`config.mk`:
```
export PLATFORM = sky130hd
export DESIGN_NAME = volume_attenuator_serial_writer
export DESIGN_NICKNAME = d
export VERILOG_FILES = /design/src/rtl/core/vasw_pkg.sv /design/src/rtl/core/vasw_front.sv /design/src/rtl/core/vasw_queue.sv /design/src/rtl/core/vasw_back.sv /design/src/rtl/core/volume_attenuator_serial_writer.sv
export SDC_FILE = /design/constraint.sdc
export NUM_CORES = 1
export LEC_CHECK = 0
export BUFFER_PORTS_ARGS = -buffer_cell sky130_fd_sc_hd__buf_2
export CAP_MARGIN = 20
export CORE_ASPECT_RATIO = 0.7
export CORE_UTILIZATION = 60
export CTS_CLUSTER_DIAMETER = 60
export DETAILED_ROUTE_END_ITERATION = 8
export GPL_TIMING_DRIVEN = 0
export MAX_ROUTING_LAYER = met4
export PLACE_DENSITY = 0.83
export REMOVE_ABC_BUFFERS = 1
export SLEW_MARGIN = 20
export SYNTH_ARGS = -nofsm -noshare
export SYNTH_HDL_FRONTEND = slang
export SYNTH_SLANG_ARGS = --single-unit
```
`constraint.sdc`:
```
create_clock -name clock -period 5.2 [get_ports clock]
set_input_delay 0.52 -clock clock [delete_from_list [all_inputs] [get_ports clock]]
set_output_delay 0.52 -clock clock [all_outputs]
set_load 0.05 [all_outputs]
```
`src/rtl/core/vasw_pkg.sv`:
```
// ----------------------------------------------------------------------------
// vasw_pkg
// Shared types, constants and the attenuation code table for the volume
// attenuator serial writer.
// ----------------------------------------------------------------------------
package vasw_pkg;

   // Command opcodes; the fourth code has no meaning and is dropped.
   typedef enum logic [1:0] {
      OP_SET_VOLUME = 2'd0,
      OP_MUTE       = 2'd1,
      OP_POWER_SAVE = 2'd2
   } op_type;

   localparam int          FRAME_BITS  = 16;
   localparam int          RUN_BITS    = 2 * FRAME_BITS;
   localparam int          BIT_IDX_W   = $clog2(RUN_BITS);
   localparam logic [4:0]  VOL_MAX     = 5'd31;
   localparam int          QUEUE_DEPTH = 2;

   // One classified request as it waits between front and back.
   typedef struct packed {
      logic [7:0] code;
      logic [4:0] vol;
      logic       idle_low;
   } cmd_type;

   // Volume step to attenuation code.
   function automatic logic [7:0] atten_code(input logic [4:0] step);
      logic [7:0] code;
      case (step)
         5'd0:  code = 8'd127;
         5'd1:  code = 8'd105;
         5'd2:  code = 8'd99;
         5'd3:  code = 8'd95;
         5'd4:  code = 8'd90;
         5'd5:  code = 8'd86;
         5'd6:  code = 8'd83;
         5'd7:  code = 8'd80;
         5'd8:  code = 8'd78;
         5'd9:  code = 8'd76;
         5'd10: code = 8'd74;
         5'd11: code = 8'd72;
         5'd12: code = 8'd71;
         5'd13: code = 8'd69;
         5'd14: code = 8'd68;
         5'd15: code = 8'd67;
         5'd16: code = 8'd60;
         5'd17: code = 8'd53;
         5'd18: code = 8'd48;
         5'd19: code = 8'd44;
         5'd20: code = 8'd41;
         5'd21: code = 8'd38;
         5'd22: code = 8'd36;
         5'd23: code = 8'd34;
         5'd24: code = 8'd27;
         5'd25: code = 8'd20;
         5'd26: code = 8'd15;
         5'd27: code = 8'd11;
         5'd28: code = 8'd8;
         5'd29: code = 8'd5;
         5'd30: code = 8'd3;
         5'd31: code = 8'd0;
         default: code = 8'd127;
      endcase
      return code;
   endfunction

endpackage

```
`src/rtl/core/vasw_front.sv`:
```
// ----------------------------------------------------------------------------
// vasw_front
// Accepts requests, drops the unused opcode, clamps the volume and looks up
// the attenuation code before pushing the command into the queue.
// ----------------------------------------------------------------------------
module vasw_front (
   input  logic                 req_valid,
   output logic                 req_stall,
   input  logic [1:0]           req_opcode,
   input  logic signed [7:0]    req_volume,
   input  logic                 q_full,
   output logic                 push,
   output vasw_pkg::cmd_type    push_data
);
   import vasw_pkg::*;

   logic [4:0] clamped;
   logic [4:0] step;
   logic       known_op;
   logic       idle_low;

   // The queue being full is the only reason to hold a request back.
   assign req_stall = q_full;

   // Negative requests go to step 0, anything above the top step saturates.
   always_comb begin
      if (req_volume[7]) begin
         clamped = 5'd0;
      end else if (req_volume[6:5] != 2'b00) begin
         clamped = VOL_MAX;
      end else begin
         clamped = req_volume[4:0];
      end
   end

   // Classify the opcode; mute and power save both apply step 0.
   always_comb begin
      case (req_opcode)
         OP_SET_VOLUME: begin
            known_op = 1'b1;
            step     = clamped;
            idle_low = 1'b0;
         end
         OP_MUTE: begin
            known_op = 1'b1;
            step     = 5'd0;
            idle_low = 1'b0;
         end
         OP_POWER_SAVE: begin
            known_op = 1'b1;
            step     = 5'd0;
            idle_low = 1'b1;
         end
         default: begin
            known_op = 1'b0;
            step     = 5'd0;
            idle_low = 1'b0;
         end
      endcase
   end

   // Only meaningful requests enter the queue.
   assign push               = req_valid && !req_stall && known_op;
   assign push_data.code     = atten_code(step);
   assign push_data.vol      = step;
   assign push_data.idle_low = idle_low;

endmodule

```
`src/rtl/core/vasw_queue.sv`:
```
// ----------------------------------------------------------------------------
// vasw_queue
// Short first-in first-out queue of classified commands between the front
// and the serial back end.
// ----------------------------------------------------------------------------
module vasw_queue #(
   parameter int QueueDepth = vasw_pkg::QUEUE_DEPTH
) (
   input  logic                 clock,
   input  logic                 reset,
   input  logic                 push,
   input  vasw_pkg::cmd_type    push_data,
   input  logic                 pop,
   output logic                 full,
   output logic                 head_valid,
   output vasw_pkg::cmd_type    head_data
);
   import vasw_pkg::*;

   localparam int PtrW = (QueueDepth > 1) ? $clog2(QueueDepth) : 1;
   localparam int CntW = $clog2(QueueDepth + 1);
   localparam logic [PtrW-1:0] PtrLast = PtrW'(QueueDepth - 1);
   localparam logic [CntW-1:0] CntFull = CntW'(QueueDepth);

   cmd_type         entry_ff [QueueDepth];
   logic [PtrW-1:0] wr_ptr_ff, wr_ptr_in;
   logic [PtrW-1:0] rd_ptr_ff, rd_ptr_in;
   logic [CntW-1:0] count_ff, count_in;
   logic            do_push;
   logic            do_pop;

   assign full       = (count_ff == CntFull);
   assign head_valid = (count_ff != '0);
   assign head_data  = entry_ff[rd_ptr_ff];
   assign do_push    = push && !full;
   assign do_pop     = pop && head_valid;

   // Pointer and fill count updates, wrapping at the depth.
   always_comb begin
      wr_ptr_in = wr_ptr_ff;
      rd_ptr_in = rd_ptr_ff;
      count_in  = count_ff;
      if (do_push) begin
         wr_ptr_in = (wr_ptr_ff == PtrLast) ? '0 : wr_ptr_ff + 1'b1;
      end
      if (do_pop) begin
         rd_ptr_in = (rd_ptr_ff == PtrLast) ? '0 : rd_ptr_ff + 1'b1;
      end
      if (do_push && !do_pop) begin
         count_in = count_ff + 1'b1;
      end else if (do_pop && !do_push) begin
         count_in = count_ff - 1'b1;
      end
   end

   always_ff @(posedge clock) begin
      if (reset) begin
         wr_ptr_ff <= '0;
         rd_ptr_ff <= '0;
         count_ff  <= '0;
      end else begin
         wr_ptr_ff <= wr_ptr_in;
         rd_ptr_ff <= rd_ptr_in;
         count_ff  <= count_in;
      end
   end

   // Entry storage needs no reset.
   always_ff @(posedge clock) begin
      if (do_push) begin
         entry_ff[wr_ptr_ff] <= push_data;
      end
   end

endmodule

```
`src/rtl/core/vasw_back.sv`:
```
// ----------------------------------------------------------------------------
// vasw_back
// Serialiser: takes one command from the queue and shifts out two 16-bit
// frames, one bit per response, through a registered output stage.
// ----------------------------------------------------------------------------
module vasw_back (
   input  logic                 clock,
   input  logic                 reset,
   input  logic                 head_valid,
   input  vasw_pkg::cmd_type    head_data,
   output logic                 pop,
   output logic                 rsp_valid,
   input  logic                 rsp_stall,
   output logic                 rsp_data_bit,
   output logic                 rsp_channel,
   output logic                 rsp_frame_end,
   output logic                 rsp_last,
   output logic [4:0]           rsp_applied_volume,
   output logic                 rsp_pins_idle_low
);
   import vasw_pkg::*;

   localparam logic [BIT_IDX_W-1:0] LastIdx = BIT_IDX_W'(RUN_BITS - 1);

   logic                 busy_ff, busy_in;
   logic [BIT_IDX_W-1:0] bit_idx_ff, bit_idx_in;
   cmd_type              cmd_ff;
   logic                 rsp_valid_ff, rsp_valid_in;
   logic                 data_bit_ff, data_bit_in;
   logic                 channel_ff, channel_in;
   logic                 frame_end_ff, frame_end_in;
   logic                 last_ff, last_in;
   logic [4:0]           vol_ff;
   logic                 idle_low_ff;

   logic                 load;
   logic                 active;
   cmd_type              cur;
   logic [3:0]           k;

   // The output stage takes a new bit when empty or when its bit leaves.
   assign load   = !rsp_valid_ff || !rsp_stall;
   assign active = busy_ff || head_valid;
   assign cur    = busy_ff ? cmd_ff : head_data;
   assign pop    = load && !busy_ff && head_valid;
   assign k      = bit_idx_ff[3:0];

   // Frame layout: six zeros, channel selector high then low bit, code MSB first.
   always_comb begin
      channel_in   = bit_idx_ff[BIT_IDX_W-1];
      frame_end_in = (k == 4'd15);
      last_in      = (bit_idx_ff == LastIdx);
      if (k < 4'd7) begin
         data_bit_in = 1'b0;
      end else if (k == 4'd7) begin
         data_bit_in = channel_in;
      end else begin
         data_bit_in = cur.code[~k[2:0]];
      end
   end

   // Run sequencing and output valid.
   always_comb begin
      busy_in      = busy_ff;
      bit_idx_in   = bit_idx_ff;
      rsp_valid_in = rsp_valid_ff;
      if (load) begin
         rsp_valid_in = active;
         if (active) begin
            bit_idx_in = bit_idx_ff + 1'b1;
            busy_in    = !last_in;
         end
      end
   end

   always_ff @(posedge clock) begin
      if (reset) begin
         busy_ff      <= 1'b0;
         bit_idx_ff   <= '0;
         rsp_valid_ff <= 1'b0;
      end else begin
         busy_ff      <= busy_in;
         bit_idx_ff   <= bit_idx_in;
         rsp_valid_ff <= rsp_valid_in;
      end
   end

   // Command and output payload registers.
   always_ff @(posedge clock) begin
      if (pop) begin
         cmd_ff <= head_data;
      end
      if (load && active) begin
         data_bit_ff  <= data_bit_in;
         channel_ff   <= channel_in;
         frame_end_ff <= frame_end_in;
         last_ff      <= last_in;
         vol_ff       <= cur.vol;
         idle_low_ff  <= cur.idle_low;
      end
   end

   assign rsp_valid          = rsp_valid_ff;
   assign rsp_data_bit       = data_bit_ff;
   assign rsp_channel        = channel_ff;
   assign rsp_frame_end      = frame_end_ff;
   assign rsp_last           = last_ff;
   assign rsp_applied_volume = vol_ff;
   assign rsp_pins_idle_low  = idle_low_ff;

endmodule

```
`src/rtl/core/volume_attenuator_serial_writer.sv`:
```
// ----------------------------------------------------------------------------
// volume_attenuator_serial_writer
// Top level of the serial loader for a two-channel volume attenuator.
// ----------------------------------------------------------------------------
// Each accepted request (set volume, mute or power save) produces 32
// responses, one serial bit each: a 16-bit frame for the left channel and
// then one for the right, each six zeros, a two-bit channel selector and the
// 8-bit attenuation code, most significant bit first. Requests with the
// unused opcode are accepted and produce nothing. The serialiser emits one
// bit per cycle while a run is active and rsp_stall is low; the back end
// moves from the last bit of one run to the first bit of the next without
// a gap. A small queue between the classifying front end and the serialiser
// lets requests be accepted while a run is still being shifted out, and
// req_stall rises only when that queue is full.
// ----------------------------------------------------------------------------
module volume_attenuator_serial_writer #(
   parameter int QueueDepth = vasw_pkg::QUEUE_DEPTH
) (
   input  logic                 clock,
   input  logic                 reset,
   input  logic                 req_valid,
   output logic                 req_stall,
   input  logic [1:0]           req_opcode,
   input  logic signed [7:0]    req_volume,
   output logic                 rsp_valid,
   input  logic                 rsp_stall,
   output logic                 rsp_data_bit,
   output logic                 rsp_channel,
   output logic                 rsp_frame_end,
   output logic                 rsp_last,
   output logic [4:0]           rsp_applied_volume,
   output logic                 rsp_pins_idle_low
);
   import vasw_pkg::*;

   logic    push;
   cmd_type push_data;
   logic    q_full;
   logic    pop;
   logic    head_valid;
   cmd_type head_data;

   // Front end: acceptance and classification.
   vasw_front u_front (
      .req_valid  (req_valid),
      .req_stall  (req_stall),
      .req_opcode (req_opcode),
      .req_volume (req_volume),
      .q_full     (q_full),
      .push       (push),
      .push_data  (push_data)
   );

   // Command queue between front and back.
   vasw_queue #(
      .QueueDepth (QueueDepth)
   ) u_queue (
      .clock      (clock),
      .reset      (reset),
      .push       (push),
      .push_data  (push_data),
      .pop        (pop),
      .full       (q_full),
      .head_valid (head_valid),
      .head_data  (head_data)
   );

   // Back end: serialiser and output register.
   vasw_back u_back (
      .clock              (clock),
      .reset              (reset),
      .head_valid         (head_valid),
      .head_data          (head_data),
      .pop                (pop),
      .rsp_valid          (rsp_valid),
      .rsp_stall          (rsp_stall),
      .rsp_data_bit       (rsp_data_bit),
      .rsp_channel        (rsp_channel),
      .rsp_frame_end      (rsp_frame_end),
      .rsp_last           (rsp_last),
      .rsp_applied_volume (rsp_applied_volume),
      .rsp_pins_idle_low  (rsp_pins_idle_low)
   );

   // A run, once started, delivers its bits without a gap.
   a_run_continuous: assert property (@(posedge clock) disable iff (reset)
      rsp_valid && !rsp_stall && !rsp_last |=> rsp_valid)
      else $error("gap inside a serial run");

   // The applied volume does not change within a run.
   a_run_volume_stable: assert property (@(posedge clock) disable iff (reset)
      rsp_valid && !rsp_stall && !rsp_last |=> $stable(rsp_applied_volume))
      else $error("applied volume changed within a run");

   // Power save always applies the lowest step.
   a_power_save_step: assert property (@(posedge clock) disable iff (reset)
      rsp_valid && rsp_pins_idle_low |-> rsp_applied_volume == 5'd0)
      else $error("power save with non-zero volume step");

   // The final bit of a run closes the right-channel frame.
   a_last_closes_frame: assert property (@(posedge clock) disable iff (reset)
      rsp_valid && rsp_last |-> rsp_frame_end && rsp_channel)
      else $error("run ended outside the right-channel frame end");

endmodule

```
==> impl_metrics.env, run 1 <==
export IMPL_avgRoutedWirePerCell_um=16.3
export IMPL_grt_ovfl_total=0
export IMPL_synth_edff_count=49
export IMPL_period_share=0.507
export IMPL_viasPerCell=5.86
export IMPL_start_util=0.634
export IMPL_firstDrtPassIters=4
export IMPL_hold_path_depth=0
export IMPL_clock_skew_ps=8.33
export IMPL_yosysSeqAreaShare=0.609
export IMPL_fmax_mhz=379
export IMPL_fin_nets=264
export IMPL_synth_top_area_frac=0.524
export IMPL_setup_viol_count_final=0
export IMPL_vias=1764
export IMPL_antenna_found_initial=0
export IMPL_cts_max_path_buffers=2
export IMPL_ys_async_sr_fraction=0
export IMPL_hold_path_class="reg2reg"
export IMPL_cts_buffers=9
export IMPL_hold_buffers=0
export IMPL_yosysUniqueCellTypes=42
export IMPL_grt_first_pass_wirelength_um=8050
export IMPL_report_final_hold_viol_count=0
export IMPL_synth_area_leader_cell="edfxtp_1"
export IMPL_post_cts_buffers=0
export IMPL_dp_hpwl_um=3460
export IMPL_final_cell_mix="49 x edfxtp_1, 25 x buf_2, 18 x mux2_2, 16 x nor2_1, 12 x dfxtp_1"
export IMPL_status="finished, final reports clean"
export IMPL_cts_tree="done"
export IMPL_synthCells=211
export IMPL_die_w_um=83.8
export IMPL_synth_area_um2=2810
export IMPL_p_per_area_nw_per_um2=531
export IMPL_tns_ps=0
export IMPL_htree_levels=3
export IMPL_grt_pass1_vias=1664
export IMPL_die_height_um=59.3
export IMPL_crit_fanout=8
export IMPL_die_area_um2=4970
export IMPL_crit_reg2reg_capture="u_back.rsp_data_bit$_SDFFCE_PN0P_"
export IMPL_synth_area_leaders="edfxtp_1 52%, dfxtp_1 8.5%, mux2_2 7.2%, ha_1 4.0%, mux4_2 2.4%"
export IMPL_antenna_cells=0
export IMPL_gp_congestion=0.899
export IMPL_layout_commonest_cell="edfxtp_1"
export IMPL_worstPathRequired_ps=5270
export IMPL_ctsResizeCount=0
export IMPL_initialDrtViolationCount=203
export IMPL_drive_gt1_frac=0.293
export IMPL_cts_root_buf="clkbuf_8"
export IMPL_arrival_ps=2710
export IMPL_worstHoldStart="u_back.bit_idx_ff[4]$_SDFFE_PP0P_"
export IMPL_ir_worst_vdd_uv=336
export IMPL_relSlewSlack=0.409
export IMPL_holdPathEnd="u_back.rsp_channel$_DFFE_PP_"
export IMPL_grtUsageTotal=0.233
export IMPL_ys_ff_latch=61
export IMPL_regToRegSetupSlack_ps=2870
export IMPL_io_pins=26
export IMPL_rsz0062_at_grt="no"
export IMPL_wl_um=4920
export IMPL_grt_max_degree=17
export IMPL_cts_sinks=61
export IMPL_final_antenna_net_count=0
export IMPL_path_class="in2reg"
export IMPL_hold_ws_ps=505
export IMPL_p_leak_nw=1.15
export IMPL_r2r_cells=5
export IMPL_critPathLaunchType="input pin"
export IMPL_syn_avg_cell_area_um2=13.3
export IMPL_drc=0
export IMPL_core_um2=4430
export IMPL_drv_slew=0
export IMPL_max_cap_violations=0
export IMPL_clk_pin_slew_ps=70
export IMPL_ys_dominant_reg_cell="edfxtp_1"
export IMPL_area_growth_syn_to_layout_pct=12.8
export IMPL_rows=20
export IMPL_numPortBuffers=25
export IMPL_clk_latency_ps=330
export IMPL_worst_slew_pin_slew_ps=887
export IMPL_period_minus_slack_ps=2640
export IMPL_yosys_warnings=0
export IMPL_end_kind="register"
-- cells in the mapped netlist, types with 5 or more instances --
cell type / instances
nand2_1: 10
dfxtp_1: 12
a21oi_1: 11
edfxtp_1: 49
nor3_1: 8
mux2_2: 18
inv_1: 10
xor2_1: 5
nor2_1: 16
clkbuf_1: 5
ha_1: 9
-- metrics by stage --
step	std cells	total power [mW]	cell area [µm²]	setup WS [ps]	util
floorplan	205	1.17	2780	2700	-
global placement	285	1.28	2970	2300	0.671
detailed placement	285	1.30	2980	2270	0.672
CTS	301	1.70	3170	2620	0.715
global route	301	1.77	3170	2450	0.716
finish	301	1.68	3170	2560	0.716
-- report_power, final --
group	leakage (nW)	switching (mW)	internal, mW	total [mW]
clock network	0.0887	0.182	0.217	0.399
registers	0.554	0.0808	0.698	0.778
logic	0.510	0.333	0.174	0.507
-- how the worst max path moves through the flow --
stage | end | slack, ps | startpoint | cells past startpoint
6_report | u_queue.entry_ff[0][7]$_DFFE_PP_ | 2560 | req_volume[7] | 9
5_1_grt | u_queue.entry_ff[0][7]$_DFFE_PP_ | 2450 | req_volume[7] | 9
4_1_cts | u_queue.entry_ff[0][7]$_DFFE_PP_ | 2620 | req_volume[7] | 9
3_5_place_dp | u_queue.entry_ff[0][7]$_DFFE_PP_ | 2270 | req_volume[7] | 9
3_3_place_gp | u_queue.entry_ff[0][7]$_DFFE_PP_ | 2300 | req_volume[7] | 9
2_1_floorplan | u_queue.entry_ff[0][7]$_DFFE_PP_ | 2700 | req_volume[7] | 8
-- registers in the layout (all words and copies together) (netlist names), 2 cells and up, named ones only --
register	count
u_queue.entry_ff	26
u_back.cmd_ff	13
u_back.rsp_applied_volume	5
u_queue.count_ff	2
u_back.bit_idx_ff	5
-- worst max-delay path, cell delays in order --
cell,delay (ps)
buf_2,110
nor3_2,500
o21a_1,390
inv_1,110
ha_1,210
or3_1,360
o311ai_0,110
a21oi_1,110
a211o_1,300
-- per-layer routing --
metal | vias up | GRT usage | wire, µm
li1 | 854 | - | -
met1 | 843 | 0.292 | 2200
met2 | 63 | 0.354 | 2330
met3 | 4 | 0.0877 | 334
met4 | 0 | 0.0813 | 44
met5 | - | - | 0
-- cell type report --
class                      instances  area [µm²]
tap                               55        68.8
timing repair buffer              25         125
clock inverter                     7        66.3
fill                             296        1260
multi-input combinational        133        1030
inverter                          11        41.3
sequential                        61        1710
clock buffer                       9         124
-- kinds of logic after synthesis --
family,share of synthesized area
AO/OA/AOI/OAI,0.0971
XOR/XNOR,0.0218
adder cells (fa/ha/maj),0.0401
buffers and inverters,0.0254
flip-flops,0.609
multiplexers,0.121
AND/OR/NAND/NOR,0.0855
(Power assumes the default switching activity.)
==> inputs of run 2 (changes only) <==
--- a/config.mk
+++ b/config.mk
@@ -8,12 +8,12 @@
 export BUFFER_PORTS_ARGS = -buffer_cell sky130_fd_sc_hd__buf_2
 export CAP_MARGIN = 20
 export CORE_ASPECT_RATIO = 0.7
-export CORE_UTILIZATION = 60
+export CORE_UTILIZATION = 58
 export CTS_CLUSTER_DIAMETER = 60
 export DETAILED_ROUTE_END_ITERATION = 8
 export GPL_TIMING_DRIVEN = 0
 export MAX_ROUTING_LAYER = met4
-export PLACE_DENSITY = 0.83
+export PLACE_DENSITY = 0.81
 export REMOVE_ABC_BUFFERS = 1
 export SLEW_MARGIN = 20
 export SYNTH_ARGS = -nofsm -noshare
==> constraint.sdc (replaced) <==
create_clock -name clock -period 2.52 [get_ports clock]
set_input_delay 0.252 -clock clock [delete_from_list [all_inputs] [get_ports clock]]
set_output_delay 0.252 -clock clock [all_outputs]
set_load 0.05 [all_outputs]
==> run 2 against run 1 <==
Compared with the run above: non-clock buffer count rose by 1; critical path type unchanged; register-to-register slack got worse by 2700 ps; critical path depth did not move; highest routed layer unchanged; final cell count rose by 0.33%; routed wire length fell by 1.1%; design area rose by 0.75%; clock power rose by 120%.
==> impl_metrics.env, run 2 (synthesized netlist as in run 1, its figures left out) <==
export IMPL_p_per_area_nw_per_um2=1110
export IMPL_period_share=0.940
export IMPL_gp_congestion=0.912
export IMPL_setup_viol_count_final=0
export IMPL_final_antenna_net_count=0
export IMPL_start_util=0.624
export IMPL_arrival_ps=2450
export IMPL_clk_latency_ps=350
export IMPL_worst_slew_pin_slew_ps=740
export IMPL_crit_family="compound AO/OA/AOI/OAI gates"
export IMPL_die_w_um=85.2
export IMPL_avgRoutedWirePerCell_um=16.1
export IMPL_drv_slew=0
export IMPL_initialDrtViolationCount=164
export IMPL_firstDrtPassIters=4
export IMPL_critPathMaxStageDelay_ps=500
export IMPL_largest_register="u_queue.entry_ff"
export IMPL_crit_fanout=8
export IMPL_wl_um=4860
export IMPL_crit_reg2reg_capture="u_back.rsp_data_bit$_SDFFCE_PN0P_"
export IMPL_critPathSlowestCell="nor3_2"
export IMPL_period_minus_slack_ps=2370
export IMPL_path_class="in2reg"
export IMPL_vias=1772
export IMPL_rows=20
export IMPL_post_cts_buffers=0
export IMPL_top_regs="u_queue.entry_ff (26), u_back.cmd_ff (13)"
export IMPL_relSlewSlack=0.503
export IMPL_total_power_mw=3.55
export IMPL_grt_ovfl_total=0
export IMPL_cts_root_buf="clkbuf_8"
export IMPL_layout_cells_non_filler=302
export IMPL_end_kind="register"
export IMPL_clk_pin_slew_ps=60
export IMPL_dp_hpwl_um=3390
export IMPL_worstPathRequired_ps=2600
export IMPL_fmax_mhz=422
export IMPL_hold_buffers=0
export IMPL_holdPathEnd="u_back.busy_ff$_SDFFE_PP0P_"
export IMPL_cts_sinks=61
export IMPL_drc=0
export IMPL_cts_max_path_buffers=2
export IMPL_numPortBuffers=25
export IMPL_fin_ws_ps=151
export IMPL_core_um2=4500
export IMPL_antenna_found_initial=0
export IMPL_busiest_layer="met2"
export IMPL_antenna_cells=0
export IMPL_critical_path_buf_inv_count=2
export IMPL_report_final_hold_viol_count=0
export IMPL_fin_nets=265
export IMPL_clock_skew_ps=13.4
export IMPL_grt_max_degree=17
export IMPL_met3_usage=0.0815
export IMPL_area_growth_syn_to_layout_pct=13.7
export IMPL_dp_cells=286
export IMPL_layout_commonest_cell="edfxtp_1"
export IMPL_grt_first_pass_wirelength_um=8070
export IMPL_cts_buffers=9
export IMPL_postLayoutCellArea_um2=3190
export IMPL_cts_tree="done"
export IMPL_grtUsageTotal=0.227
export IMPL_die_height_um=60.2
export IMPL_dp_slack_ps=-175
export IMPL_viasPerCell=5.87
export IMPL_ir_worst_vdd_uv=599
export IMPL_critPathLaunchType="input pin"
export IMPL_hold_path_class="in2reg"
export IMPL_nFillCells=327
export IMPL_status="finished, final reports clean"
export IMPL_regToRegSetupSlack_ps=210
export IMPL_p_leak_nw=1.17
export IMPL_hold_path_depth=3
export IMPL_die_area_um2=5130
export IMPL_crit_chain="buf_2 > nor3_2 > o21a_1 > inv_1 > ha_1 > or3_1 > o311ai_0 > a21oi_1 > a211o_1"
export IMPL_io_pins=26
export IMPL_r2r_cells=5
export IMPL_worstHoldStart="rsp_stall"
export IMPL_ctsResizeCount=0
export IMPL_htree_levels=3
export IMPL_largest_reg_flops=26
export IMPL_final_cell_mix="49 x edfxtp_1, 25 x buf_2, 18 x mux2_2, 16 x nor2_1, 12 x dfxtp_1"
export IMPL_grtUsageMet1=0.295
export IMPL_postPlaceCellArea_um2=2990
export IMPL_gr_usage_met2=0.324
export IMPL_drive_gt1_frac=0.296
export IMPL_grt_pass1_vias=1666
export IMPL_max_cap_violations=0
export IMPL_rsz0062_at_grt="no"
-- run 2: worst max-delay path by stage --
stage,startpoint,to,cells after the start
2_1_floorplan,req_volume[7],u_queue.entry_ff[0][7]$_DFFE_PP_,8
3_3_place_gp,req_volume[7],u_queue.entry_ff[0][7]$_DFFE_PP_,9
3_5_place_dp,req_volume[7],u_queue.entry_ff[0][7]$_DFFE_PP_,9
4_1_cts,register,u_back.rsp_data_bit$_SDFFCE_PN0P_,5
5_1_grt,req_volume[7],u_queue.entry_ff[0][7]$_DFFE_PP_,9
6_report,req_volume[7],u_queue.entry_ff[0][7]$_DFFE_PP_,9
-- run 2: metal layers --
layer  share of wire  vias up
met3           0.074       10
met2            0.43       72
met5               0        -
met1            0.47      835
met4           0.017        0
li1                -      855
-- run 2: cell type report --
| class | instances | area (µm²) | area share |
|---|---|---|---|
| Multi-Input combinational cell | 133 | 1030 | 0.324 |
| Clock inverter | 4 | 47.5 | 0.0149 |
| Inverter | 11 | 41.3 | 0.0129 |
| Tap cell | 55 | 68.8 | 0.0215 |
| Timing Repair Buffer | 26 | 136 | 0.0427 |
| Clock buffer | 12 | 155 | 0.0486 |
| Sequential cell | 61 | 1710 | 0.536 |
-- run 2: worst reg2reg max path, delay by kind of cell (launching register included) --
family	cells	cell delay (ps)
flip-flops	1	690
AO/OA/AOI/OAI	1	130
multiplexers	4	1250
-- run 2: power breakdown --
group          switching (mW)  total [mW]  internal [mW]
clock                   0.368       0.875          0.507
sequential              0.162        1.60           1.44
combinational           0.695        1.07          0.380
total                    1.22        3.55           2.32
-- run 2: per-stage QoR --
| step | utilization | hold WS [ps] | setup TNS, ps |
|---|---|---|---|
| 3_3_place_gp | 0.660 | 473 | -398 |
| 6_report | 0.709 | 233 | 0 |
| 4_1_cts | 0.709 | 219 | 0 |
| 3_5_place_dp | 0.664 | 490 | -470 |
| 2_1_floorplan | - | 321 | 0 |
| 5_1_grt | 0.709 | 228 | 0 |
==> inputs of run 3 (changes only) <==
--- a/config.mk
+++ b/config.mk
@@ -8,6 +8,7 @@
 export BUFFER_PORTS_ARGS = -buffer_cell sky130_fd_sc_hd__buf_2
 export CAP_MARGIN = 20
 export CORE_ASPECT_RATIO = 0.7
+export CORE_MARGIN = 2
 export CORE_UTILIZATION = 58
 export CTS_CLUSTER_DIAMETER = 60
 export DETAILED_ROUTE_END_ITERATION = 8
==> constraint.sdc (replaced) <==
create_clock -name clock -period 2.5 [get_ports clock]
set_input_delay 0.25 -clock clock [delete_from_list [all_inputs] [get_ports clock]]
set_output_delay 0.25 -clock clock [all_outputs]
set_load 0.05 [all_outputs]
==> run 3 against run 2 <==
Compared with the run above: routed wire length decreased by 1.2%; design area increased by 0.24%; final cell count increased by 0.66%; worst setup slack improved by 3.6 ps; clock skew decreased by 3.4 ps; register-to-register slack got worse by 60 ps; sequential power about the same; clock power increased by 3.5%; utilization decreased by 3.2 points; flip-flop and latch count unchanged; clock-buffer cell count unchanged; critical path type is now reg2reg; critical endpoint is now u_back.rsp_data_bit$_SDFFCE_PN0P_.
==> impl_metrics.env, run 3 (synthesized netlist as in run 1, its figures left out) <==
export IMPL_status="finished, final reports clean"
export IMPL_critPathLaunchType="register"
export IMPL_clk_pin_slew_ps=70
export IMPL_ctsResizeCount=0
export IMPL_fin_ws_ps=154
export IMPL_area_growth_syn_to_layout_pct=13.9
export IMPL_drv_slew=0
export IMPL_postPlaceCellArea_um2=2990
export IMPL_numPortBuffers=25
export IMPL_arrival_ps=2430
export IMPL_die_area_um2=5430
export IMPL_grt_ovfl_total=0
export IMPL_worstHoldStart="reset"
export IMPL_grtUsageMet1=0.292
export IMPL_crit_family="multiplexers"
export IMPL_critPathMaxStageDelay_ps=740
export IMPL_ir_worst_vdd_uv=501
export IMPL_crit_reg2reg_capture="u_back.rsp_data_bit$_SDFFCE_PN0P_"
export IMPL_p_per_area_nw_per_um2=1130
export IMPL_r2r_cells=5
export IMPL_antenna_found_initial=0
export IMPL_multi_input_area_um2=1030
export IMPL_hold_buffers=0
export IMPL_cts_root_buf="clkbuf_8"
export IMPL_dp_slack_ps=-106
export IMPL_fin_util=0.677
export IMPL_wl_um=4800
export IMPL_postLayoutCellArea_um2=3200
export IMPL_max_cap_violations=0
export IMPL_post_cts_buffers=0
export IMPL_largest_reg_flops=26
export IMPL_viasPerCell=5.77
export IMPL_regToRegSetupSlack_ps=150
export IMPL_crit_chain="mux2_2 > mux4_2 > mux2_4 > a21oi_2 > mux2i_1"
export IMPL_grt_first_pass_wirelength_um=8310
export IMPL_crit_fanout=13
export IMPL_top_regs="u_queue.entry_ff (26), u_back.cmd_ff (13)"
export IMPL_fin_nets=265
export IMPL_final_antenna_net_count=0
export IMPL_cts_sinks=61
export IMPL_setup_viol_count_final=0
export IMPL_tns_ps=0
export IMPL_p_leak_nw=1.17
export IMPL_worst_slew_pin_slew_ps=695
export IMPL_rows=21
export IMPL_firstDrtPassIters=4
export IMPL_avgRoutedWirePerCell_um=15.8
export IMPL_dp_cells=288
export IMPL_grt_max_degree=17
export IMPL_cts_buffers=9
export IMPL_nFillCells=319
export IMPL_io_pins=26
export IMPL_period_minus_slack_ps=2350
export IMPL_end_kind="register"
export IMPL_layout_commonest_cell="edfxtp_1"
export IMPL_layout_cells_non_filler=304
export IMPL_busiest_layer="met2"
export IMPL_drive_gt1_frac=0.287
export IMPL_largest_register="u_queue.entry_ff"
export IMPL_start_util=0.594
export IMPL_relSlewSlack=0.534
export IMPL_worstPathRequired_ps=2580
export IMPL_vias=1755
export IMPL_seq_area_um2=1710
export IMPL_antenna_cells=0
export IMPL_hold_path_depth=2
export IMPL_clk_latency_ps=330
export IMPL_holdPathEnd="u_back.bit_idx_ff[4]$_SDFFE_PP0P_"
export IMPL_total_power_mw=3.61
export IMPL_fmax_mhz=426
export IMPL_critPathSlowestCell="dfxtp_1"
export IMPL_grt_pass1_vias=1707
export IMPL_report_final_hold_viol_count=0
export IMPL_grtUsageTotal=0.211
export IMPL_drc=0
export IMPL_clock_skew_ps=10.0
export IMPL_cts_tree="done"
export IMPL_path_class="reg2reg"
export IMPL_period_share=0.938
export IMPL_gr_usage_met2=0.296
export IMPL_hold_path_class="in2reg"
export IMPL_met3_usage=0.0731
export IMPL_cts_max_path_buffers=2
export IMPL_hold_ws_ps=237
export IMPL_initialDrtViolationCount=118
export IMPL_die_height_um=62.2
export IMPL_gp_congestion=0.937
export IMPL_core_um2=4730
export IMPL_rsz0062_at_grt="no"
export IMPL_die_w_um=87.2
export IMPL_final_cell_mix="49 x edfxtp_1, 25 x buf_2, 18 x mux2_2, 16 x nor2_1, 12 x dfxtp_1"
export IMPL_dp_hpwl_um=3210
export IMPL_htree_levels=3
export IMPL_critical_path_buf_inv_count=0
[run 3: changes by cell type in the layout (fill, tap and decap cells not counted), sizes merged]
cell	before	now
clkinv	2	1
bufinv	1	2
[run 3: routing by layer]
metal	wire length, µm	up-vias
met5	0	-
met4	61	0
met3	335	6
met2	2100	61
met1	2300	825
li1	-	863
[run 3: final cells by class]
class | count | area share
Sequential cell | 61 | 0.535
Multi-Input combinational cell | 133 | 0.323
Timing Repair Buffer | 26 | 0.0426
Clock buffer | 12 | 0.0422
Clock inverter | 4 | 0.0227
Tap cell | 57 | 0.0223
Inverter | 11 | 0.0129
[run 3: how the worst max path moves through the flow]
stage | from | endpoint | slack, ps | cells after the start
after CTS | register | u_back.rsp_data_bit$_SDFFCE_PN0P_ | 160 | 5
final | register | u_back.rsp_data_bit$_SDFFCE_PN0P_ | 150 | 5
after detailed placement | req_volume[7] | u_queue.entry_ff[0][7]$_DFFE_PP_ | -110 | 9
after global routing | req_volume[7] | u_queue.entry_ff[0][7]$_DFFE_PP_ | 40 | 9
after floorplan | req_volume[7] | u_queue.entry_ff[0][7]$_DFFE_PP_ | 270 | 8
after global placement | u_back.busy_ff$_SDFFE_PP0P_ | u_back.bit_idx_ff[3]$_SDFFE_PP0P_ | -220 | 5
[run 3: power breakdown]
group          total, mW  switching (mW)  internal, mW  leakage, nW
Clock              0.906           0.345         0.561        0.101
Sequential          1.61           0.166          1.45        0.554
Combinational       1.09           0.703         0.382        0.516
Total               3.61            1.21          2.39         1.17
[run 3: worst register-to-register path: stages, from the launching register on]
cell and delay [ps]:
dfxtp_1 740, mux2_2 430, mux4_2 450, mux2_4 280, a21oi_2 130, mux2i_1 70
